[src/ipfk_pkg.sv]
// ----------------------------------------------------------------------------
// ipfk_pkg
// Types and constants shared by the flow key extractor modules.
// ----------------------------------------------------------------------------
`default_nettype none

package ipfk_pkg;

  typedef enum logic [1:0] {
    FAM_NONE = 2'd0,
    FAM_IPV4 = 2'd1,
    FAM_IPV6 = 2'd2
  } family_e;

  localparam logic [3:0] VER_IPV4 = 4'd4;
  localparam logic [3:0] VER_IPV6 = 4'd6;

  localparam logic [7:0] PROTO_TCP = 8'd6;
  localparam logic [7:0] PROTO_UDP = 8'd17;

  localparam int IPV4_MIN_HDR  = 20;
  localparam int IPV4_MAX_HDR  = 60;
  localparam int IPV6_HDR_LEN  = 40;
  localparam int PORT_BYTES    = 4;

  // ipv4 header byte offsets
  localparam int V4_PROTO_OFS  = 9;
  localparam int V4_SRC_OFS    = 12;
  localparam int V4_DST_OFS    = 16;
  localparam int V4_ADDR_BYTES = 4;

  // ipv6 header byte offsets
  localparam int V6_PROTO_OFS  = 6;
  localparam int V6_SRC_OFS    = 8;
  localparam int V6_DST_OFS    = 24;
  localparam int V6_WORD_BYTES = 8;

  // captured packet state as it stands after the current byte
  typedef struct packed {
    logic [7:0]  version;
    logic [7:0]  proto;
    logic [63:0] src_hi;
    logic [63:0] src_lo;
    logic [63:0] tgt_hi;
    logic [63:0] tgt_lo;
    logic [15:0] src_port;
    logic [15:0] tgt_port;
    logic        len_ge_v4min;
    logic        len_ge_v6hdr;
    logic        len_ge_ihl;
    logic        len_ge_ihl_ports;
    logic        len_ge_v6_ports;
  } pkt_view_t;

  typedef struct packed {
    family_e     family;
    logic [7:0]  protocol;
    logic [63:0] src_hi;
    logic [63:0] src_lo;
    logic [63:0] tgt_hi;
    logic [63:0] tgt_lo;
    logic [15:0] src_port;
    logic [15:0] tgt_port;
  } flow_key_t;

endpackage

`default_nettype wire

[src/ipfk_if.sv]
// ----------------------------------------------------------------------------
// ipfk_if
// Valid/ready channels for packet bytes in and flow keys out.
// ----------------------------------------------------------------------------
`default_nettype none

interface ipfk_byte_if;
  logic       valid;
  logic       ready;
  logic [7:0] data_byte;
  logic       last_byte;

  modport source (output valid, output data_byte, output last_byte, input ready);
  modport sink   (input valid, input data_byte, input last_byte, output ready);
  modport monitor (input valid, input data_byte, input last_byte, input ready);
endinterface

interface ipfk_key_if;
  logic        valid;
  logic        ready;
  logic [1:0]  family_code;
  logic [7:0]  protocol_number;
  logic [63:0] source_high;
  logic [63:0] source_low;
  logic [63:0] target_high;
  logic [63:0] target_low;
  logic [15:0] source_port_num;
  logic [15:0] target_port_num;

  modport source (
    output valid, output family_code, output protocol_number,
    output source_high, output source_low, output target_high, output target_low,
    output source_port_num, output target_port_num, input ready
  );
  modport sink (
    input valid, input family_code, input protocol_number,
    input source_high, input source_low, input target_high, input target_low,
    input source_port_num, input target_port_num, output ready
  );
  modport monitor (
    input valid, input family_code, input protocol_number,
    input source_high, input source_low, input target_high, input target_low,
    input source_port_num, input target_port_num, input ready
  );
endinterface

`default_nettype wire

[src/ipfk_capture.sv]
// ----------------------------------------------------------------------------
// ipfk_capture
// Per-packet byte counter and header field capture registers.
// ----------------------------------------------------------------------------
`default_nettype none

module ipfk_capture #(
  parameter int COUNT_WIDTH = 16
) (
  input  wire logic              clk_i,
  input  wire logic              rst_ni,
  input  wire logic              step_i,
  input  wire logic [7:0]        byte_i,
  input  wire logic              last_i,
  output ipfk_pkg::pkt_view_t    view_o
);
  import ipfk_pkg::*;

  localparam logic [COUNT_WIDTH-1:0] CntMax = {COUNT_WIDTH{1'b1}};

  logic [COUNT_WIDTH-1:0] idx_q, len;
  logic [7:0]  version_q, version_d;
  logic [7:0]  proto_q, proto_d;
  logic [63:0] src_hi_q, src_hi_d, src_lo_q, src_lo_d;
  logic [63:0] tgt_hi_q, tgt_hi_d, tgt_lo_q, tgt_lo_d;
  logic [31:0] ports_q, ports_d;
  logic [5:0]  ihl_q, ihl_d;
  logic [3:0]  ver_q;

  assign ver_q = version_q[7:4];
  assign ihl_q = {version_q[3:0], 2'b00};
  assign ihl_d = {version_d[3:0], 2'b00};
  assign len   = (idx_q == CntMax) ? CntMax : idx_q + 1'b1;

  always_comb begin
    version_d = version_q;
    proto_d   = proto_q;
    src_hi_d  = src_hi_q;
    src_lo_d  = src_lo_q;
    tgt_hi_d  = tgt_hi_q;
    tgt_lo_d  = tgt_lo_q;
    ports_d   = ports_q;
    if (idx_q == '0) begin
      version_d = byte_i;
    end else if (ver_q == VER_IPV4) begin
      if (idx_q == COUNT_WIDTH'(V4_PROTO_OFS)) proto_d = byte_i;
      for (int k = 0; k < V4_ADDR_BYTES; k++) begin
        if (idx_q == COUNT_WIDTH'(V4_SRC_OFS + k)) src_hi_d[63-8*k -: 8] = byte_i;
        if (idx_q == COUNT_WIDTH'(V4_DST_OFS + k)) tgt_hi_d[63-8*k -: 8] = byte_i;
      end
      if (ihl_q >= 6'(IPV4_MIN_HDR)) begin
        for (int r = 0; r < PORT_BYTES; r++) begin
          if (idx_q == COUNT_WIDTH'(ihl_q) + COUNT_WIDTH'(r)) ports_d[31-8*r -: 8] = byte_i;
        end
      end
    end else if (ver_q == VER_IPV6) begin
      if (idx_q == COUNT_WIDTH'(V6_PROTO_OFS)) proto_d = byte_i;
      for (int k = 0; k < V6_WORD_BYTES; k++) begin
        if (idx_q == COUNT_WIDTH'(V6_SRC_OFS + k)) src_hi_d[63-8*k -: 8] = byte_i;
        if (idx_q == COUNT_WIDTH'(V6_SRC_OFS + V6_WORD_BYTES + k)) begin
          src_lo_d[63-8*k -: 8] = byte_i;
        end
        if (idx_q == COUNT_WIDTH'(V6_DST_OFS + k)) tgt_hi_d[63-8*k -: 8] = byte_i;
        if (idx_q == COUNT_WIDTH'(V6_DST_OFS + V6_WORD_BYTES + k)) begin
          tgt_lo_d[63-8*k -: 8] = byte_i;
        end
      end
      for (int r = 0; r < PORT_BYTES; r++) begin
        if (idx_q == COUNT_WIDTH'(IPV6_HDR_LEN + r)) ports_d[31-8*r -: 8] = byte_i;
      end
    end
  end

  always_ff @(posedge clk_i or negedge rst_ni) begin
    if (!rst_ni) begin
      idx_q     <= '0;
      version_q <= '0;
      proto_q   <= '0;
      src_hi_q  <= '0;
      src_lo_q  <= '0;
      tgt_hi_q  <= '0;
      tgt_lo_q  <= '0;
      ports_q   <= '0;
    end else if (step_i) begin
      if (last_i) begin
        idx_q     <= '0;
        version_q <= '0;
        proto_q   <= '0;
        src_hi_q  <= '0;
        src_lo_q  <= '0;
        tgt_hi_q  <= '0;
        tgt_lo_q  <= '0;
        ports_q   <= '0;
      end else begin
        idx_q     <= len;
        version_q <= version_d;
        proto_q   <= proto_d;
        src_hi_q  <= src_hi_d;
        src_lo_q  <= src_lo_d;
        tgt_hi_q  <= tgt_hi_d;
        tgt_lo_q  <= tgt_lo_d;
        ports_q   <= ports_d;
      end
    end
  end

  always_comb begin
    view_o.version          = version_d;
    view_o.proto            = proto_d;
    view_o.src_hi           = src_hi_d;
    view_o.src_lo           = src_lo_d;
    view_o.tgt_hi           = tgt_hi_d;
    view_o.tgt_lo           = tgt_lo_d;
    view_o.src_port         = ports_d[31:16];
    view_o.tgt_port         = ports_d[15:0];
    view_o.len_ge_v4min     = len >= COUNT_WIDTH'(IPV4_MIN_HDR);
    view_o.len_ge_v6hdr     = len >= COUNT_WIDTH'(IPV6_HDR_LEN);
    view_o.len_ge_ihl       = len >= COUNT_WIDTH'(ihl_d);
    view_o.len_ge_ihl_ports = len >= COUNT_WIDTH'({1'b0, ihl_d} + 7'(PORT_BYTES));
    view_o.len_ge_v6_ports  = len >= COUNT_WIDTH'(IPV6_HDR_LEN + PORT_BYTES);
  end

endmodule

`default_nettype wire

[src/ipfk_keygen.sv]
// ----------------------------------------------------------------------------
// ipfk_keygen
// Family and port decision at the last byte, and the result register.
// ----------------------------------------------------------------------------
`default_nettype none

module ipfk_keygen (
  input  wire logic                 clk_i,
  input  wire logic                 rst_ni,
  input  wire logic                 load_i,
  input  ipfk_pkg::pkt_view_t       view_i,
  input  wire logic                 ready_i,
  output logic                      valid_o,
  output ipfk_pkg::flow_key_t       key_o
);
  import ipfk_pkg::*;

  logic      valid_q;
  flow_key_t key_q, key_d;
  logic [3:0] ver;
  logic [5:0] ihl;
  logic       ihl_ok, ports_ok;
  family_e    fam;

  assign ver    = view_i.version[7:4];
  assign ihl    = {view_i.version[3:0], 2'b00};
  assign ihl_ok = (ihl >= 6'(IPV4_MIN_HDR)) && (ihl <= 6'(IPV4_MAX_HDR));

  always_comb begin
    fam = FAM_NONE;
    if (view_i.len_ge_v4min) begin
      if (ver == VER_IPV4 && ihl_ok && view_i.len_ge_ihl) begin
        fam = FAM_IPV4;
      end else if (ver == VER_IPV6 && view_i.len_ge_v6hdr) begin
        fam = FAM_IPV6;
      end
    end
    ports_ok = (view_i.proto == PROTO_TCP || view_i.proto == PROTO_UDP) &&
               ((fam == FAM_IPV4 && view_i.len_ge_ihl_ports) ||
                (fam == FAM_IPV6 && view_i.len_ge_v6_ports));

    key_d = '0;
    if (fam != FAM_NONE) begin
      key_d.family   = fam;
      key_d.protocol = view_i.proto;
      key_d.src_hi   = view_i.src_hi;
      key_d.tgt_hi   = view_i.tgt_hi;
      if (fam == FAM_IPV6) begin
        key_d.src_lo = view_i.src_lo;
        key_d.tgt_lo = view_i.tgt_lo;
      end
      if (ports_ok) begin
        key_d.src_port = view_i.src_port;
        key_d.tgt_port = view_i.tgt_port;
      end
    end
  end

  always_ff @(posedge clk_i or negedge rst_ni) begin
    if (!rst_ni) begin
      valid_q <= 1'b0;
    end else if (load_i) begin
      valid_q <= 1'b1;
    end else if (ready_i) begin
      valid_q <= 1'b0;
    end
  end

  always_ff @(posedge clk_i) begin
    if (load_i) begin
      key_q <= key_d;
    end
  end

  assign valid_o = valid_q;
  assign key_o   = key_q;

endmodule

`default_nettype wire

[src/ip_flow_key_extractor_core.sv]
// ----------------------------------------------------------------------------
// ip_flow_key_extractor_core
// Builds an IPv4/IPv6 five-tuple flow key from a packet byte stream.
// ----------------------------------------------------------------------------
// Takes one packet byte per cycle, starting at the network header, and emits
// one flow key after the byte flagged last. An accepted byte is held in the
// input register, then updates the header capture registers; a last byte
// loads the key into the result register, which drives the key output.
// Sustained rate is one byte per cycle while the key sink keeps up; a key
// left waiting stalls the stream only when the next last byte reaches the
// input register. COUNT_WIDTH sets the saturating byte counter (7 to 32
// bits).
`default_nettype none

module ip_flow_key_extractor_core #(
  parameter int COUNT_WIDTH = 16
) (
  input  wire logic   clk_i,
  input  wire logic   rst_ni,
  ipfk_byte_if.sink   byte_i,
  ipfk_key_if.source  key_o
);
  import ipfk_pkg::*;

  logic       in_vld_q;
  logic [7:0] in_byte_q;
  logic       in_last_q;
  logic       advance, load, key_valid;
  pkt_view_t  view;
  flow_key_t  key;

  assign advance      = in_vld_q && (!in_last_q || !key_valid || key_o.ready);
  assign load         = advance && in_last_q;
  assign byte_i.ready = !in_vld_q || advance;

  always_ff @(posedge clk_i or negedge rst_ni) begin
    if (!rst_ni) begin
      in_vld_q <= 1'b0;
    end else if (byte_i.valid && byte_i.ready) begin
      in_vld_q <= 1'b1;
    end else if (advance) begin
      in_vld_q <= 1'b0;
    end
  end

  always_ff @(posedge clk_i) begin
    if (byte_i.valid && byte_i.ready) begin
      in_byte_q <= byte_i.data_byte;
      in_last_q <= byte_i.last_byte;
    end
  end

  ipfk_capture #(
    .COUNT_WIDTH (COUNT_WIDTH)
  ) u_capture (
    .clk_i  (clk_i),
    .rst_ni (rst_ni),
    .step_i (advance),
    .byte_i (in_byte_q),
    .last_i (in_last_q),
    .view_o (view)
  );

  ipfk_keygen u_keygen (
    .clk_i   (clk_i),
    .rst_ni  (rst_ni),
    .load_i  (load),
    .view_i  (view),
    .ready_i (key_o.ready),
    .valid_o (key_valid),
    .key_o   (key)
  );

  assign key_o.valid           = key_valid;
  assign key_o.family_code     = key.family;
  assign key_o.protocol_number = key.protocol;
  assign key_o.source_high     = key.src_hi;
  assign key_o.source_low      = key.src_lo;
  assign key_o.target_high     = key.tgt_hi;
  assign key_o.target_low      = key.tgt_lo;
  assign key_o.source_port_num = key.src_port;
  assign key_o.target_port_num = key.tgt_port;

endmodule

`default_nettype wire

[src/flat_wrapper.sv]
// flat-port wrapper written by rule: the top's interface ports become plain ports
module ip_flow_key_extractor_core_flat import ipfk_pkg::*;
#(
  parameter int COUNT_WIDTH = 16
)
  (clk_i, rst_ni, byte_i_valid, byte_i_data_byte, byte_i_last_byte, byte_i_ready, key_o_valid, key_o_family_code, key_o_protocol_number, key_o_source_high, key_o_source_low, key_o_target_high, key_o_target_low, key_o_source_port_num, key_o_target_port_num, key_o_ready);
  ipfk_byte_if byte_i_i ();
  ipfk_key_if key_o_i ();
  input  wire logic clk_i;
  input  wire logic rst_ni;
  input wire logic [$bits(byte_i_i.valid)-1:0] byte_i_valid;
  input wire logic [$bits(byte_i_i.data_byte)-1:0] byte_i_data_byte;
  input wire logic [$bits(byte_i_i.last_byte)-1:0] byte_i_last_byte;
  output wire logic [$bits(byte_i_i.ready)-1:0] byte_i_ready;
  output wire logic [$bits(key_o_i.valid)-1:0] key_o_valid;
  output wire logic [$bits(key_o_i.family_code)-1:0] key_o_family_code;
  output wire logic [$bits(key_o_i.protocol_number)-1:0] key_o_protocol_number;
  output wire logic [$bits(key_o_i.source_high)-1:0] key_o_source_high;
  output wire logic [$bits(key_o_i.source_low)-1:0] key_o_source_low;
  output wire logic [$bits(key_o_i.target_high)-1:0] key_o_target_high;
  output wire logic [$bits(key_o_i.target_low)-1:0] key_o_target_low;
  output wire logic [$bits(key_o_i.source_port_num)-1:0] key_o_source_port_num;
  output wire logic [$bits(key_o_i.target_port_num)-1:0] key_o_target_port_num;
  input wire logic [$bits(key_o_i.ready)-1:0] key_o_ready;
  assign byte_i_i.valid = byte_i_valid;
  assign byte_i_i.data_byte = byte_i_data_byte;
  assign byte_i_i.last_byte = byte_i_last_byte;
  assign byte_i_ready = byte_i_i.ready;
  assign key_o_valid = key_o_i.valid;
  assign key_o_family_code = key_o_i.family_code;
  assign key_o_protocol_number = key_o_i.protocol_number;
  assign key_o_source_high = key_o_i.source_high;
  assign key_o_source_low = key_o_i.source_low;
  assign key_o_target_high = key_o_i.target_high;
  assign key_o_target_low = key_o_i.target_low;
  assign key_o_source_port_num = key_o_i.source_port_num;
  assign key_o_target_port_num = key_o_i.target_port_num;
  assign key_o_i.ready = key_o_ready;
  ip_flow_key_extractor_core #(.COUNT_WIDTH(COUNT_WIDTH)) u_core (.clk_i(clk_i), .rst_ni(rst_ni), .byte_i(byte_i_i), .key_o(key_o_i));
endmodule
[config.mk]
export PLATFORM = sky130hd
export DESIGN_NAME = ip_flow_key_extractor_core_flat
export DESIGN_NICKNAME = d
export VERILOG_FILES = /design/src/ipfk_pkg.sv /design/src/ipfk_if.sv /design/src/ipfk_capture.sv /design/src/ipfk_keygen.sv /design/src/ip_flow_key_extractor_core.sv /design/src/flat_wrapper.sv
export SDC_FILE = /design/constraint.sdc
export NUM_CORES = 1
export LEC_CHECK = 0
export ABC_AREA = 1
export BUFFER_PORTS_ARGS = -buffer_cell sky130_fd_sc_hd__clkbuf_2
export CELL_PAD_IN_SITES_DETAIL_PLACEMENT = 1
export CELL_PAD_IN_SITES_GLOBAL_PLACEMENT = 2
export CORE_ASPECT_RATIO = 0.6
export CORE_UTILIZATION = 34
export CTS_CLUSTER_DIAMETER = 150
export DETAILED_ROUTE_END_ITERATION = 10
export GPL_TIMING_DRIVEN = 0
export PLACE_DENSITY_LB_ADDON = 0.1
export REMOVE_ABC_BUFFERS = 1
export SLEW_MARGIN = 20
export SYNTH_ARGS = -nofsm -noshare
export SYNTH_HDL_FRONTEND = slang
export SYNTH_SLANG_ARGS = --single-unit
[constraint.sdc]
create_clock -name clk_i -period 7.65 [get_ports clk_i]
set_input_delay 0.3825 -clock clk_i [delete_from_list [all_inputs] [get_ports clk_i]]
set_output_delay 0.3825 -clock clk_i [all_outputs]
set_load 0.005 [all_outputs]
==> flow_summary_export.csv <==
group,metric,value,unit
worst_setup_path,crit_path_start_kind,"flip-flop",
detailed_routing,dr.first_iter.drc_count,1258,
detailed_routing,viasPerCell,5.001,
clock_network,clk_pin_slew,60,ps
sta,fmax,0.1997,GHz
floorplanning,io_pins,313,
power_and_ir_drop,p_sw_share,27.08,%
placement,dp_cells,3980,
clock_network,cts_made_buffers,67,
floorplanning,fp.dieH,221.5,um
clock_network,htreeDepth,3,
worst_setup_path,cp-startpoint,"u_core.u_capture.idx_q[8]",
sta,finalHoldViolCount,0,
sta,finClkSkew,24.51,ps
cells_and_area,fin_area,32780,um^2
floorplanning,die_x,367.8,um
clock_network,cts_tree,"yes",
cells_and_area,finish.utilization,41.25,%
clock_network,ctsResizeCount,0,
worst_setup_path,crit_arrival,5350,ps
floorplanning,rows,80,
global_routing,gr-total-overflow,0,
sta,worst_pin_slew,1035,ps
placement,port_buffers,312,
power_and_ir_drop,intPower,5.973,mW
worst_setup_path,cp_max_fo,32,
synthesis,syn_inst,2718,
detailed_routing,ant_nets,0,
sta,rsz0062_at_grt,"no",
detailed_routing,wirelength,84580,um
floorplanning,core_area,79480,um^2
global_routing,grt_first_pass_wirelength,130600,um
clock_network,cts_setup_buffers,0,
detailed_routing,wire_per_inst,20.57,um
power_and_ir_drop,comb_power_share,12.9,%
global_routing,grt_pass1_vias,21570,
clock_network,clkSinkCount,629,
power_and_ir_drop,power.density,249.9,nW/um^2
power_and_ir_drop,clockPowerShare,40.7,%
detailed_routing,first_pass_iters,7,
clock_network,worstSkewPairLatency,640,ps
clock_network,clockBufferDepth,3,
placement,placed_area,30460,um^2
worst_setup_path,r2r_slack,2640,ps
synthesis,ys_seq_elements,629,
synthesis,yosysWarnings,0,
cells_and_area,nets,3023,
cells_and_area,drive_above_1_share,17.37,%
synthesis,synth.avg_cell_area,10.04,um^2
detailed_routing,drcViolationCount,0,
placement,place_congestion,0.8161,
cells_and_area,mostFrequentLayoutCells,"420 x inv_1, 397 x nor2_1, 322 x dfrtp_1, 311 x clkbuf_2, 307 x edfxtp_1",
sta,min_period_over_period,65.46,%
sta,finalMaxSlewViolations,0,
min_path,hold_path.class,"in2reg",
global_routing,grt_max_degree,92,
worst_setup_path,crit_path_end_kind,"flip-flop",
run,max-cap-violations,0,
sta,period_needed,5008,ps
run_status,status,"finished, final reports clean",
floorplanning,start_util,34.35,%
synthesis,synth.cell_area,27300,um^2
floorplanning,die_area,81470,um^2
clock_network,clock-root-buffer,"clkbuf_16",
global_routing,track_usage,20.81,%
worst_setup_path,crit_required,7990,ps
sta,whs,64.55,ps
power_and_ir_drop,finalPower,8.191,mW
cells_and_area,stdcell_count,4112,
power_and_ir_drop,p_switching,2.218,mW
global_routing,antenna_found_initial,1,
worst_setup_path,timing.rr.start,"u_core.u_capture.idx_q[8]",
placement,place_hpwl,56020,um
power_and_ir_drop,p_leak,13.19,nW
power_and_ir_drop,peakVddDrop,0.1642,mV
cells_and_area,layout_commonest_cell,"inv_1",
worst_setup_path,setup.worst_path.class,"reg2reg",
sta,relSlewSlack,30.91,%
synthesis,ys_types,42,
min_path,min_from,"key_o_ready",
sta,setup_viol,0,
cells_and_area,synthToLayoutAreaGrowth,20.07,%
cells_and_area,diodes,0,
power_and_ir_drop,seq_power_share,46.4,%
detailed_routing,num_vias,20570,
synthesis,synth_seq_area_share,63.28,%
-- power by group through the flow --
stage / Clock (mW) / Sequential [mW] / Combinational, mW
2_1_floorplan: 0 / 3.88 / 0.587
3_3_place_gp: 0 / 3.93 / 0.924
3_5_place_dp: 0 / 3.87 / 1.06
4_1_cts: 3.43 / 3.80 / 1.07
5_1_grt: 3.55 / 3.82 / 1.19
6_report: 3.33 / 3.80 / 1.06
-- Yosys cell counts --
library cell | n | area share [%]
a21o_1 | 1 | 0.028
a21oi_1 | 74 | 1.4
a21oi_2 | 3 | 0.096
a31oi_1 | 2 | 0.046
a41oi_1 | 1 | 0.032
and3b_1 | 1 | 0.032
buf_1 | 4 | 0.055
buf_2 | 34 | 0.62
buf_4 | 1 | 0.028
buf_6 | 10 | 0.41
buf_8 | 1 | 0.055
clkbuf_1 | 108 | 1.5
dfrtp_1 | 322 | 30
edfxtp_1 | 307 | 34
ha_1 | 16 | 0.73
inv_1 | 422 | 5.8
inv_2 | 9 | 0.12
mux2i_1 | 64 | 2.3
nand2_1 | 290 | 4.0
nand2_2 | 8 | 0.18
nand2_4 | 1 | 0.041
nand3_1 | 43 | 0.79
nand3_2 | 3 | 0.11
nand3_4 | 1 | 0.064
nand3b_1 | 1 | 0.028
nand4_1 | 18 | 0.41
nor2_1 | 400 | 5.5
nor2_2 | 37 | 0.85
nor2_4 | 6 | 0.25
nor3_1 | 8 | 0.15
nor3b_1 | 2 | 0.055
nor4_1 | 1 | 0.023
o211ai_1 | 2 | 0.055
o21a_1 | 1 | 0.028
o21ai_0 | 182 | 3.3
o21ai_1 | 32 | 0.59
o21ai_2 | 1 | 0.032
o22ai_1 | 289 | 6.6
o31ai_1 | 3 | 0.082
o32ai_1 | 3 | 0.096
xnor2_1 | 1 | 0.032
xor2_1 | 5 | 0.16
-- state kept, by name, indices dropped and copies added (netlist names) --
register,flops
u_core.u_capture.proto_q,8
u_core.u_capture.tgt_lo_q,64
u_core.in_last_q,1
u_core.in_vld_q,1
u_core.in_byte_q,8
u_core.u_capture.src_hi_q,64
u_core.u_keygen.valid_o,1
u_core.u_keygen.key_o,298
u_core.u_capture.tgt_hi_q,64
u_core.u_capture.version_q,8
u_core.u_capture.idx_q,16
u_core.u_capture.src_lo_q,64
u_core.u_capture.ports_q,32
-- layer usage --
metal / wire, um / global-route usage [%] / vias up
met1: 40130 / 29.25 / 10430
li1: - / - / 9672
met5: 0 / 0 / -
met2: 39300 / 32.80 / 354
met4: 1999 / 5.729 / 0
met3: 3148 / 3.997 / 113
-- worst max-delay path: stages (launching register included) --
cell	delay [ps]
dfrtp_1	420
inv_1	130
nand4_1	240
nor2_4	430
nand2_2	290
o21ai_0	750
inv_1	140
ha_1	250
nand3_1	100
ha_1	240
a21o_1	180
nor2_1	90
nand3_1	80
nor2_1	130
nand3_1	130
nand4_1	120
nand2_1	170
nand2_2	630
nor2_1	140
-- kinds of logic (layout without fill, tap and decap cells) --
group           Yosys count  after routing  synth area share (%)
xor+xnor                  6              6                0.1925
compound gates          594            594                 12.40
simple gates            820            820                 12.47
mux                      64             64                 2.346
flops                   629            629                 63.28
buf+inv                 589            917                 8.584
fa+ha+maj                16             16                0.7333
-- worst paths after layout --
| check | endpoint | cells past startpoint |
|---|---|---|
| max in group asynchronous | u_core.u_capture.tgt_lo_q[53] | 6 |
| min | u_core.u_keygen.valid_o | 4 |
| max reg2reg | u_core.u_keygen.key_o[17] | 18 |
| min in group asynchronous | u_core.u_capture.tgt_hi_q[42] | 2 |
| max | u_core.u_keygen.key_o[17] | 18 |
| min reg2reg | u_core.u_capture.src_lo_q[29] | 2 |
-- final cells by class --
cell class | count | area, um^2
fill | 8836 | 46700
sequential | 629 | 17280
multi-input combinational | 1500 | 7726
timing repair buffer | 365 | 2606
clock buffer | 100 | 1936
inverter | 431 | 1633
tap | 1066 | 1334
clock inverter | 21 | 269.0
-- metrics by stage --
stage / setup slack [ps] / setup TNS [ps]
finish: 2642 / 0
global route: 2202 / 0
CTS: 2622 / 0
detailed placement: 2656 / 0
global placement: -27930 / -
floorplan: -8524 / -3756230
-- timing repair --
item | 4_1_cts | 5_1_grt
hold buffers | 11 | 0
endpoints found under the setup margin | 0 | 0
hold endpoints to repair | 46 | 0
(Power assumes the default switching activity.)
